`config.mk`:
```
export PLATFORM = sky130hd
export DESIGN_NAME = sliding_window_dtw_matcher
export DESIGN_NICKNAME = d
export VERILOG_FILES = /design/src/sv/sdtw_pkg.sv /design/src/sv/sliding_window_dtw_matcher.sv /design/src/sv/sdtw_div.sv /design/src/sv/sdtw_isqrt.sv /design/src/sv/sdtw_cell.sv
export VERILOG_INCLUDE_DIRS = /design/src /design/src/sv
export SDC_FILE = /design/constraint.sdc
export NUM_CORES = 2
export LEC_CHECK = 0
export CAP_MARGIN = 20
export CORE_MARGIN = 2
export CORE_UTILIZATION = 33
export DETAILED_ROUTE_END_ITERATION = 8
export DONT_BUFFER_PORTS = 1
export HOLD_SLACK_MARGIN = 0.08
export SYNTH_ARGS = -nofsm -noshare
export SYNTH_HDL_FRONTEND = slang
export SYNTH_SLANG_ARGS = --single-unit
```
`constraint.sdc`:
```
create_clock -name i_clk -period 17.05 [get_ports i_clk]
set_input_delay 0.8525 -clock i_clk [delete_from_list [all_inputs] [get_ports i_clk]]
set_output_delay 0.8525 -clock i_clk [all_outputs]
set_load 0.01 [all_outputs]
```
`src/sv/assert_macros.svh`:
```
// Assertion helpers used by the top-level matcher RTL.
`ifndef ASSERT_MACROS_SVH
`define ASSERT_MACROS_SVH
`ifndef SYNTHESIS
// Checks a property at every rising clock edge outside reset.
`define ASSERT_CHK(lbl, clk, rstn, prop) \
    lbl: assert property (@(posedge clk) disable iff (!rstn) (prop)) \
        else $error("assertion failed");
// Checks that a condition never holds outside reset.
`define ASSERT_NEVER(lbl, clk, rstn, cond) \
    lbl: assert property (@(posedge clk) disable iff (!rstn) !(cond)) \
        else $error("forbidden condition seen");
`else
`define ASSERT_CHK(lbl, clk, rstn, prop)
`define ASSERT_NEVER(lbl, clk, rstn, cond)
`endif
`endif

```
`src/sv/sdtw_pkg.sv`:
```
`timescale 1ns / 1ps
package sdtw_pkg;

    localparam int DEF_WINDOW      = 21;
    localparam int DEF_SAMPLE_BITS = 16;

    localparam int COST_W      = 40;
    localparam int ROOT_W      = 20;
    localparam int BAND_W      = 5;
    localparam int OUT_TDATA_W = 64;

    localparam logic [BAND_W-1:0] BAND_RESET = BAND_W'(21);
    localparam logic [COST_W-1:0] COST_MAX   = '1;

    // Sequencer states of the top level.
    typedef enum logic [4:0] {
        S_IDLE,
        S_TRD,
        S_TWR,
        S_FILL,
        S_RRD,
        S_RWR,
        S_MA_GO,
        S_MA_WAIT,
        S_MB_GO,
        S_MB_WAIT,
        S_GRID,
        S_GAP1,
        S_GAP2,
        S_FIN,
        S_ROOT_GO,
        S_ROOT_WAIT,
        S_OUT
    } t_state;

    // Per-cell control that travels with a grid cell down the cost pipeline.
    typedef struct packed {
        logic vld;
        logic row0;
        logic diag_ok;
        logic up_ok;
        logic left_ok;
    } t_cell_ctl;

endpackage

```
`src/sv/sliding_window_dtw_matcher.sv`:
```
`timescale 1ns / 1ps
// One item is handled at a time; within a row the cost pipeline retires one grid cell per cycle.
// Reset (synchronous, active low) empties the ring, zeroes the template and sets band to 21.
`include "assert_macros.svh"
module sliding_window_dtw_matcher #(
    parameter int WINDOW      = sdtw_pkg::DEF_WINDOW,
    parameter int SAMPLE_BITS = sdtw_pkg::DEF_SAMPLE_BITS
) (
    input  logic                                      i_clk,
    input  logic                                      i_rst_n,
    // Input stream. tdata: sample (SAMPLE_BITS, signed), zero padded to whole bytes.
    input  logic                                      s_axis_tvalid,
    output logic                                      s_axis_tready,
    input  logic [((SAMPLE_BITS + 7) / 8) * 8 - 1:0]  s_axis_tdata,
    // tuser: op (1 bit), 0 loads a template sample, 1 pushes a test sample.
    input  logic                                      s_axis_tuser,
    // Result stream. tdata: distance_sq [39:0], distance_root [59:40], zeros above.
    output logic                                      m_axis_tvalid,
    input  logic                                      m_axis_tready,
    output logic [sdtw_pkg::OUT_TDATA_W-1:0]          m_axis_tdata,
    // Band half-width register write channel.
    input  logic                                      i_cfg_valid,
    output logic                                      o_cfg_ready,
    input  logic [sdtw_pkg::BAND_W-1:0]               i_cfg_data
);
    import sdtw_pkg::*;

    localparam int AW    = $clog2(WINDOW);
    localparam int IW    = $clog2(WINDOW + 1);
    localparam int SUM_W = SAMPLE_BITS + $clog2(WINDOW) + 1;
    localparam int CW    = ((IW > BAND_W) ? IW : BAND_W) + 2;

    // The sequencer walks each item through a fixed order of steps. A push into a full ring
    // swaps the oldest sample, derives both means with the shared reciprocal divider, sweeps
    // the band row by row through the cell pipeline and hands the cost to the serial root unit.

    t_state r_state, n_state;

    logic                          r_op;
    logic signed [SAMPLE_BITS-1:0] r_sample;
    logic [BAND_W-1:0]             r_band;

    // Template store: every entry has a valid bit, and an entry never loaded reads as zero.
    logic signed [SAMPLE_BITS-1:0] r_tmem [0:WINDOW-1];
    logic [WINDOW-1:0]             r_tvld;
    logic signed [SAMPLE_BITS-1:0] r_tq;
    logic                          r_tok;
    logic [AW-1:0]                 r_twi;
    logic signed [SUM_W-1:0]       r_tsum;

    // Test sample ring. It is only read once full, so it needs no valid bits.
    logic signed [SAMPLE_BITS-1:0] r_rmem [0:WINDOW-1];
    logic signed [SAMPLE_BITS-1:0] r_rq;
    logic [AW-1:0]                 r_head;
    logic [IW-1:0]                 r_fill;
    logic signed [SUM_W-1:0]       r_wsum;

    logic signed [SAMPLE_BITS-1:0] r_ma;
    logic signed [SAMPLE_BITS-1:0] r_mb;

    // Grid row and column of the cell being issued.
    logic [IW-1:0] r_i, n_i;
    logic [IW-1:0] r_j, n_j;

    logic                   r_m_tvalid;
    logic [OUT_TDATA_W-1:0] r_m_tdata;

    logic                    s_acc;
    logic [AW-1:0]           t_raddr;
    logic [AW-1:0]           rg_raddr;
    logic [AW-1:0]           jm1;
    logic [AW:0]             rg_sum;
    logic [CW-1:0]           ie, je, we, lo_c, hi_c;
    t_cell_ctl               ctl;
    logic signed [SAMPLE_BITS-1:0] old_t;

    logic                    div_start;
    logic signed [SUM_W-1:0] div_in;
    logic                    div_done;
    logic signed [SUM_W-1:0] div_quot;

    logic [COST_W-1:0]       cost;
    logic                    root_start;
    logic                    root_done;
    logic [ROOT_W-1:0]       root;

    assign s_acc         = s_axis_tvalid && s_axis_tready;
    assign s_axis_tready = (r_state == S_IDLE);
    assign o_cfg_ready   = 1'b1;
    assign m_axis_tvalid = r_m_tvalid;
    assign m_axis_tdata  = r_m_tdata;

    // Memory addresses and the band limits of the current row.
    always_comb begin
        jm1    = AW'(r_j - IW'(1));
        rg_sum = {1'b0, r_head} + {1'b0, jm1};
        if (rg_sum >= (AW + 1)'(WINDOW)) begin
            rg_sum = rg_sum - (AW + 1)'(WINDOW);
        end
        t_raddr  = (r_state == S_TRD) ? r_twi : AW'(r_i - IW'(1));
        rg_raddr = (r_state == S_RRD) ? r_head : rg_sum[AW-1:0];

        ie   = CW'(r_i);
        je   = CW'(r_j);
        we   = CW'(r_band);
        lo_c = (ie > we + CW'(1)) ? ie - we : CW'(1);
        hi_c = (ie + we > CW'(WINDOW)) ? CW'(WINDOW) : ie + we;

        ctl.vld     = (r_state == S_GRID);
        ctl.row0    = (r_i == IW'(1));
        ctl.diag_ok = ctl.row0 ? (r_j == IW'(1)) : ((je >= CW'(2)) && (je + we >= ie));
        ctl.up_ok   = !ctl.row0 && (je + we + CW'(1) >= ie) && (je + CW'(1) <= ie + we);
        ctl.left_ok = (je != lo_c);

        old_t = r_tok ? r_tq : '0;
    end

    // Next state and the grid counters.
    always_comb begin
        n_state    = r_state;
        n_i        = r_i;
        n_j        = r_j;
        div_start  = 1'b0;
        div_in     = r_tsum;
        root_start = 1'b0;
        case (r_state)
            S_IDLE: begin
                if (s_acc) begin
                    if (!s_axis_tuser) begin
                        n_state = S_TRD;
                    end else if (r_fill == IW'(WINDOW)) begin
                        n_state = S_RRD;
                    end else begin
                        n_state = S_FILL;
                    end
                end
            end
            S_TRD:  n_state = S_TWR;
            S_TWR:  n_state = S_IDLE;
            S_FILL: n_state = (r_fill == IW'(WINDOW - 1)) ? S_MA_GO : S_IDLE;
            S_RRD:  n_state = S_RWR;
            S_RWR:  n_state = S_MA_GO;
            S_MA_GO: begin
                div_start = 1'b1;
                n_state   = S_MA_WAIT;
            end
            S_MA_WAIT: begin
                if (div_done) begin
                    n_state = S_MB_GO;
                end
            end
            S_MB_GO: begin
                div_start = 1'b1;
                div_in    = r_wsum;
                n_state   = S_MB_WAIT;
            end
            S_MB_WAIT: begin
                div_in = r_wsum;
                if (div_done) begin
                    n_i     = IW'(1);
                    n_j     = IW'(1);
                    n_state = S_GRID;
                end
            end
            S_GRID: begin
                if (je == hi_c) begin
                    n_state = S_GAP1;
                end else begin
                    n_j = r_j + IW'(1);
                end
            end
            // The idle states GAP1 and GAP2 let the last cell of a row reach the row memory.
            S_GAP1: begin
                if (r_i == IW'(WINDOW)) begin
                    n_state = S_FIN;
                end else begin
                    n_i     = r_i + IW'(1);
                    n_state = S_GAP2;
                end
            end
            S_GAP2: begin
                n_j     = lo_c[IW-1:0];
                n_state = S_GRID;
            end
            S_FIN:  n_state = S_ROOT_GO;
            S_ROOT_GO: begin
                root_start = 1'b1;
                n_state    = S_ROOT_WAIT;
            end
            S_ROOT_WAIT: begin
                if (root_done) begin
                    n_state = S_OUT;
                end
            end
            S_OUT: begin
                if (!r_m_tvalid) begin
                    n_state = S_IDLE;
                end
            end
            default: n_state = S_IDLE;
        endcase
    end

    always_ff @(posedge i_clk) begin
        if (!i_rst_n) begin
            r_state    <= S_IDLE;
            r_band     <= BAND_RESET;
            r_tvld     <= '0;
            r_twi      <= '0;
            r_tsum     <= '0;
            r_head     <= '0;
            r_fill     <= '0;
            r_wsum     <= '0;
            r_i        <= '0;
            r_j        <= '0;
            r_m_tvalid <= 1'b0;
        end else begin
            r_state <= n_state;
            r_i     <= n_i;
            r_j     <= n_j;
            if (i_cfg_valid && o_cfg_ready) begin
                r_band <= i_cfg_data;
            end
            case (r_state)
                S_TWR: begin
                    r_tsum        <= r_tsum + SUM_W'(r_sample) - SUM_W'(old_t);
                    r_tvld[r_twi] <= 1'b1;
                    r_twi         <= (r_twi == AW'(WINDOW - 1)) ? '0 : r_twi + AW'(1);
                end
                S_FILL: begin
                    r_wsum <= r_wsum + SUM_W'(r_sample);
                    r_fill <= r_fill + IW'(1);
                end
                S_RWR: begin
                    r_wsum <= r_wsum + SUM_W'(r_sample) - SUM_W'(r_rq);
                    r_head <= (r_head == AW'(WINDOW - 1)) ? '0 : r_head + AW'(1);
                end
                default: begin
                end
            endcase
            if (r_m_tvalid && m_axis_tready) begin
                r_m_tvalid <= 1'b0;
            end else if (r_state == S_OUT) begin
                r_m_tvalid <= 1'b1;
            end
        end
    end

    // Payload registers and the two sample memories.
    always_ff @(posedge i_clk) begin
        if (s_acc) begin
            r_op     <= s_axis_tuser;
            r_sample <= $signed(s_axis_tdata[SAMPLE_BITS-1:0]);
        end
        if (r_state == S_TWR && !r_op) begin
            r_tmem[r_twi] <= r_sample;
        end
        r_tq  <= r_tmem[t_raddr];
        r_tok <= r_tvld[t_raddr];
        if (r_state == S_FILL) begin
            r_rmem[r_fill[AW-1:0]] <= r_sample;
        end else if (r_state == S_RWR) begin
            r_rmem[r_head] <= r_sample;
        end
        r_rq <= r_rmem[rg_raddr];
        if (r_state == S_MA_WAIT && div_done) begin
            r_ma <= div_quot[SAMPLE_BITS-1:0];
        end
        if (r_state == S_MB_WAIT && div_done) begin
            r_mb <= div_quot[SAMPLE_BITS-1:0];
        end
        if (r_state == S_OUT && !r_m_tvalid) begin
            r_m_tdata <= {(OUT_TDATA_W - COST_W - ROOT_W)'(0), root, cost};
        end
    end

    // Mean of a series: signed sum over WINDOW, truncated toward zero.
    sdtw_div #(
        .DIVISOR (WINDOW),
        .N       (SUM_W)
    ) u_div (
        .i_clk      (i_clk),
        .i_rst_n    (i_rst_n),
        .i_start    (div_start),
        .i_dividend (div_in),
        .o_done     (div_done),
        .o_quot     (div_quot)
    );

    sdtw_cell #(
        .WINDOW      (WINDOW),
        .SAMPLE_BITS (SAMPLE_BITS)
    ) u_cell (
        .i_clk   (i_clk),
        .i_rst_n (i_rst_n),
        .i_ctl   (ctl),
        .i_col   (r_j),
        .i_ta    (old_t),
        .i_rb    (r_rq),
        .i_ma    (r_ma),
        .i_mb    (r_mb),
        .o_cost  (cost)
    );

    sdtw_isqrt u_isqrt (
        .i_clk   (i_clk),
        .i_rst_n (i_rst_n),
        .i_start (root_start),
        .i_value (cost),
        .o_done  (root_done),
        .o_root  (root)
    );

    `ASSERT_CHK(a_fill_bound, i_clk, i_rst_n, r_fill <= IW'(WINDOW))
    `ASSERT_CHK(a_tmpl_seq, i_clk, i_rst_n, (s_acc && !s_axis_tuser) |=> ##2 (r_state == S_IDLE))
    `ASSERT_CHK(a_grid_col, i_clk, i_rst_n, (r_state == S_GRID) |-> (r_j >= IW'(1) && r_j <= IW'(WINDOW)))
    `ASSERT_NEVER(a_out_src, i_clk, i_rst_n, $rose(r_m_tvalid) && $past(r_state) != S_OUT)

endmodule

```
`src/sv/sdtw_div.sv`:
```
`timescale 1ns / 1ps
module sdtw_div #(
    parameter int DIVISOR = sdtw_pkg::DEF_WINDOW,
    parameter int N       = 22
) (
    input  logic                i_clk,
    input  logic                i_rst_n,
    input  logic                i_start,
    input  logic signed [N-1:0] i_dividend,
    output logic                o_done,
    output logic signed [N-1:0] o_quot
);
    import sdtw_pkg::*;

    // The reciprocal is rounded up; its error times any magnitude up to 2^(N-1) stays below
    // 2^SH, so the shifted product is the exact floor quotient.
    localparam int SH = (N - 1) + $clog2(DIVISOR);
    localparam int MW = N + 1;
    localparam int PW = N + MW;
    localparam logic [MW-1:0] RECIP =
        MW'(((64'd1 << SH) + 64'(DIVISOR) - 64'd1) / 64'(DIVISOR));

    logic          r_mul;
    logic          r_done;
    logic          r_neg;
    logic [N-1:0]  r_mag;
    logic [PW-1:0] r_prod;

    logic [N-1:0]  quot_mag;

    // Magnitude times the reciprocal, then the sign is put back: truncation toward zero.
    always_comb begin
        quot_mag = N'(r_prod >> SH);
    end

    always_ff @(posedge i_clk) begin
        if (!i_rst_n) begin
            r_mul  <= 1'b0;
            r_done <= 1'b0;
        end else begin
            r_mul  <= i_start;
            r_done <= r_mul;
        end
    end

    always_ff @(posedge i_clk) begin
        if (i_start) begin
            r_neg <= i_dividend[N-1];
            r_mag <= i_dividend[N-1] ? N'(-i_dividend) : N'(i_dividend);
        end
        if (r_mul) begin
            r_prod <= PW'(r_mag) * PW'(RECIP);
        end
    end

    assign o_done = r_done;
    assign o_quot = r_neg ? -$signed(quot_mag) : $signed(quot_mag);

endmodule

```
`src/sv/sdtw_isqrt.sv`:
```
`timescale 1ns / 1ps
module sdtw_isqrt (
    input  logic                          i_clk,
    input  logic                          i_rst_n,
    input  logic                          i_start,
    input  logic [sdtw_pkg::COST_W-1:0]   i_value,
    output logic                          o_done,
    output logic [sdtw_pkg::ROOT_W-1:0]   o_root
);
    import sdtw_pkg::*;

    localparam int CNT_W = $clog2(ROOT_W + 1);

    logic              r_busy;
    logic              r_done;
    logic [CNT_W-1:0]  r_cnt;
    logic [COST_W-1:0] r_x;
    logic [ROOT_W+1:0] r_rem;
    logic [ROOT_W-1:0] r_root;

    logic [ROOT_W+1:0] rem2;
    logic [ROOT_W+1:0] trial;
    logic              take;

    // Digit-by-digit root: while busy, two radicand bits enter and one root bit leaves per cycle.
    always_comb begin
        rem2  = {r_rem[ROOT_W-1:0], r_x[COST_W-1 -: 2]};
        trial = {r_root, 2'b01};
        take  = (rem2 >= trial);
    end

    always_ff @(posedge i_clk) begin
        if (!i_rst_n) begin
            r_busy <= 1'b0;
            r_done <= 1'b0;
            r_cnt  <= '0;
        end else begin
            r_done <= r_busy && (r_cnt == CNT_W'(1));
            if (i_start) begin
                r_busy <= 1'b1;
                r_cnt  <= CNT_W'(ROOT_W);
            end else if (r_busy) begin
                r_cnt <= r_cnt - CNT_W'(1);
                if (r_cnt == CNT_W'(1)) begin
                    r_busy <= 1'b0;
                end
            end
        end
    end

    always_ff @(posedge i_clk) begin
        if (i_start) begin
            r_x    <= i_value;
            r_rem  <= '0;
            r_root <= '0;
        end else if (r_busy) begin
            r_x    <= {r_x[COST_W-3:0], 2'b00};
            r_rem  <= take ? rem2 - trial : rem2;
            r_root <= {r_root[ROOT_W-2:0], take};
        end
    end

    assign o_done = r_done;
    assign o_root = r_root;

endmodule

```
`src/sv/sdtw_cell.sv`:
```
`timescale 1ns / 1ps
module sdtw_cell #(
    parameter int WINDOW      = sdtw_pkg::DEF_WINDOW,
    parameter int SAMPLE_BITS = sdtw_pkg::DEF_SAMPLE_BITS
) (
    input  logic                              i_clk,
    input  logic                              i_rst_n,
    input  sdtw_pkg::t_cell_ctl               i_ctl,
    input  logic [$clog2(WINDOW + 1)-1:0]     i_col,
    input  logic signed [SAMPLE_BITS-1:0]     i_ta,
    input  logic signed [SAMPLE_BITS-1:0]     i_rb,
    input  logic signed [SAMPLE_BITS-1:0]     i_ma,
    input  logic signed [SAMPLE_BITS-1:0]     i_mb,
    output logic [sdtw_pkg::COST_W-1:0]       o_cost
);
    import sdtw_pkg::*;

    localparam int IW = $clog2(WINDOW + 1);
    localparam int DW = SAMPLE_BITS + 2;
    localparam int AD = SAMPLE_BITS + 1;
    localparam int PW = 2 * AD;
    localparam int ZW = (PW > COST_W) ? PW : COST_W;

    // Previous row of the cost grid, overwritten in place column by column.
    logic [COST_W-1:0] r_row [0:WINDOW];

    t_cell_ctl         r1_ctl;
    logic [IW-1:0]     r1_col;
    logic [COST_W-1:0] r1_diag;
    logic [COST_W-1:0] r1_up;

    t_cell_ctl         r2_ctl;
    logic [IW-1:0]     r2_col;
    logic [COST_W-1:0] r2_sq;
    logic [COST_W-1:0] r2_diag;
    logic [COST_W-1:0] r2_up;

    logic [COST_W-1:0] r_left;

    logic signed [DW-1:0] d;
    logic [AD-1:0]        ad;
    logic [PW-1:0]        prod;
    logic [ZW-1:0]        prod_z;
    logic [COST_W-1:0]    sq_sat;

    logic [COST_W-1:0] diag_v;
    logic [COST_W-1:0] best;
    logic              have;
    logic [COST_W:0]   sum;
    logic [COST_W-1:0] cost_new;

    // Stage one: mean-removed difference, its square, clamped to the cost range.
    always_comb begin
        d      = (DW'(i_ta) - DW'(i_ma)) - (DW'(i_rb) - DW'(i_mb));
        ad     = d[DW-1] ? AD'(-d) : AD'(d);
        prod   = ad * ad;
        prod_z = ZW'(prod);
        sq_sat = ((prod_z >> COST_W) != '0) ? COST_MAX : prod_z[COST_W-1:0];
    end

    // Stage two: cheapest predecessor plus the local cost, saturating.
    always_comb begin
        diag_v = r2_ctl.row0 ? '0 : r2_diag;
        best   = COST_MAX;
        have   = 1'b0;
        if (r2_ctl.diag_ok) begin
            best = diag_v;
            have = 1'b1;
        end
        if (r2_ctl.left_ok && (!have || r_left < best)) begin
            best = r_left;
            have = 1'b1;
        end
        if (r2_ctl.up_ok && (!have || r2_up < best)) begin
            best = r2_up;
        end
        sum      = {1'b0, r2_sq} + {1'b0, best};
        cost_new = sum[COST_W] ? COST_MAX : sum[COST_W-1:0];
    end

    always_ff @(posedge i_clk) begin
        if (!i_rst_n) begin
            r1_ctl <= '0;
            r2_ctl <= '0;
        end else begin
            r1_ctl <= i_ctl;
            r2_ctl <= r1_ctl;
        end
    end

    always_ff @(posedge i_clk) begin
        r1_col <= i_col;
        if (i_ctl.vld) begin
            r1_diag <= r_row[i_col - IW'(1)];
            r1_up   <= r_row[i_col];
        end
        r2_col  <= r1_col;
        r2_sq   <= sq_sat;
        r2_diag <= r1_diag;
        r2_up   <= r1_up;
        if (r2_ctl.vld) begin
            r_row[r2_col] <= cost_new;
            r_left        <= cost_new;
        end
    end

    assign o_cost = r_left;

endmodule
```
==> results.json <==
{
  "firstDrtPassIters": 6,
  "h-tree-depth": 4,
  "dieArea_um2": 352500,
  "yosysTopAreaCell": "edfxtp_1",
  "clkTransAtPathRegs_ps": 70,
  "skew_ps": 97.33,
  "first_iter_violations": 7442,
  "finalSetupViolCount": 0,
  "path_class": "reg2reg",
  "grt_usage_pct": 17.43,
  "ioPinCount": 94,
  "synthArstFlopShare_pct": 0,
  "status": "finished clean",
  "synthXorXnorAreaFrac_pct": 1.939,
  "drc_errors": 0,
  "num_rows": 216,
  "die_width_um": 593.7,
  "fin_crit_sh_pct": 68.83,
  "synthAdderAreaFrac_pct": 12.67,
  "antenna_found_initial": 13,
  "whs_ps": 161.6,
  "netlist_area_um2": 114800,
  "maxCapViolCount": 0,
  "cp_common_cell": "a21oi_1",
  "routed_wl_um": 313500,
  "final_antenna_net_count": 0,
  "synth_edf_count": 1860,
  "dieHeight_um": 593.7,
  "cp-end-kind": "flip-flop",
  "cts_buffers": 223,
  "synth_mux_area_share_pct": 12.44,
  "coreArea_um2": 346200,
  "cp-start-kind": "flip-flop",
  "grt_pass1_wl_um": 466600,
  "synth_compound_area_share_pct": 7.898,
  "syn_avg_cell_area_um2": 13.50,
  "vias": 71064,
  "io_buffers": 0,
  "arrival_ps": 12120,
  "required_ps": 17440,
  "max_slew_margin_pct": 27.00,
  "slew_viol_final": 0,
  "final_area_um2": 128500,
  "drive_above_1_share_pct": 14.22,
  "grt_pass1_vias": 71934,
  "cpPeakStageDelay_ps": 710,
  "fin_nets": 9483,
  "syn_inst": 8500,
  "period_minus_slack_ps": 11730,
  "crit_slowest_cell": "inv_1",
  "cts.sink_count": 2176,
  "grt_max_degree": 172,
  "globalplace.congestion": 0.9136,
  "post_cts_buffers": 0,
  "synthSimpleGateAreaFrac_pct": 7.040,
  "syn_to_final_growth_pct": 11.98,
  "critPathMaxFanout": 88,
  "dpl.hpwl_um": 209000,
  "final-seq-area_um2": 62200,
  "yosysSeqAreaShare_pct": 54.18,
  "finalSetupTns_ps": 0,
  "multiInputGateArea_um2": 48800,
  "cts_max_path_buffers": 4,
  "overflow": 0,
  "ctsRootBufferMaster": "clkbuf_16",
  "worstSkewPairLatency_ps": 930,
  "fmax_mhz": 85.22,
  "vias_per_cell": 5.352,
  "rsz0062_at_grt": "no",
  "synth.area.top_cells": "edfxtp_1 (49%), mux4_2 (10%), fa_1 (6.4%)",
  "worst_slew_pin_slew_ps": 1092,
  "final.fill_count": 32332,
  "synth_warnings": 0,
  "ys.flop_type": "edfxtp_1",
  "ys_ff_latch": 2176,
  "routedWlPerCell_um": 23.61,
  "synthDistinctLibCells": 98,
  "start_util_pct": 33.15,
  "synth_top_area_share_pct": 48.66,
  "synth_top_family_by_area": "adder cells",
  "cts_tree": "built",
  "finalHoldViolations": 0,
  "placement.cell_area_um2": 120800,
  "hp-class": "in2reg"
}
-- layout make-up --
class | instances | share of cell area (%)
tap | 4578 | 4.457
multi-input combinational | 5185 | 37.97
inverter | 739 | 2.160
sequential | 2176 | 48.40
antenna | 7 | 0.01363
clock buffer | 261 | 4.597
clock inverter | 141 | 1.120
timing repair buffer | 190 | 1.283
-- worst paths after layout --
kind	to	depth (start not counted)	startpoint	slack [ps]
max reg2reg	u_cell.r_row[11][5]	33	u_cell.r2_ctl[3]	5320
max	u_cell.r_row[11][5]	33	u_cell.r2_ctl[3]	5320
min	r_i[2]	2	i_rst_n	160
min reg2reg	u_cell.r2_col[4]	0	u_cell.r1_col[4]	330
-- routing by layer --
layer / part of all wire, % / wire length [um] / vias up / track usage (%)
li1: - / - / 31473 / -
met3: 7.3 / 22820 / 510 / 3.007
met5: 0.0083 / 26 / - / 0
met2: 48 / 150000 / 2550 / 28.93
met1: 42 / 130200 / 36527 / 23.10
met4: 3.3 / 10470 / 4 / 5.715
-- synth_stat cells (all sizes together) (30+ instances only) --
master	number
inv	736
dfxtp	316
nor2	484
a31oi	73
xnor2	168
and3	30
nor2b	41
nand2b	43
clkbuf	287
nand2	815
o21a	68
and2	123
ha	573
a21o	68
a211oi	149
mux4	520
fa	368
mux2	44
o211ai	109
nand3	68
o21ai	331
xor2	75
nor3	102
mux2i	207
a21boi	47
a21oi	333
edfxtp	1860
buf	116
nand4	31
a311oi	61
-- timing repair --
action / CTS / global route
hold endpoints to repair: 35 / 0
hold buffers: 24 / 0
resized for setup: 0 / 0
-- sequential cells by signal, summed over array words and instances, names as in the netlist, 33 cells and up --
signal	cells
u_cell.r2_sq	33
u_cell.r2_diag	40
r_rmem	336
u_cell.r_row	880
u_cell.r1_diag	40
u_cell.o_cost	40
u_cell.r2_up	40
u_cell.r1_up	40
m_axis_tdata	60
r_tmem	336
u_isqrt.r_x	40
-- critical path, delay by kind of cell (launching register included) --
kind / cells / cell delay [ps]
AOI/OAI and AO/OA: 21 / 6060
and+or+nand+nor: 5 / 1310
buffers and inverters: 4 / 2350
adders and majority gates: 3 / 1040
DFF: 1 / 340
-- placed cells by master, fill, tap and decap left out, drive strengths merged, types with 166 or more instances in the layout --
master and instances:
edfxtp 1860, nand2 815, inv 749, ha 573, mux4 520, nor2 484, fa 368, a21oi 333
o21ai 331, dfxtp 316, clkbuf 261, mux2i 207, xnor2 168, buf 166
-- through the flow --
| step | utilization [%] | setup slack [ps] | std cells |
|---|---|---|---|
| finish | 37.12 | 5315 | 13277 |
| global route | 37.12 | 4573 | 13272 |
| CTS | 37.08 | 5585 | 13263 |
| detailed placement | 34.88 | 5648 | 12837 |
| global placement | 34.88 | 5898 | 12836 |
| floorplan | - | 7132 | 8503 |
-- cell families (layout without fill, tap and decap cells) --
group           after synthesis  in the layout
flops                      2176           2176
simple gates               1828           1828
compound gates             1397           1397
buf+inv                    1142           1331
fa+ha+maj                   941            941
mux                         771            771
xor+xnor                    243            243
other cells                   2             12
Power is not shown: default switching activity piles up to over one toggle a cycle in this logic, so the estimate is an artifact.
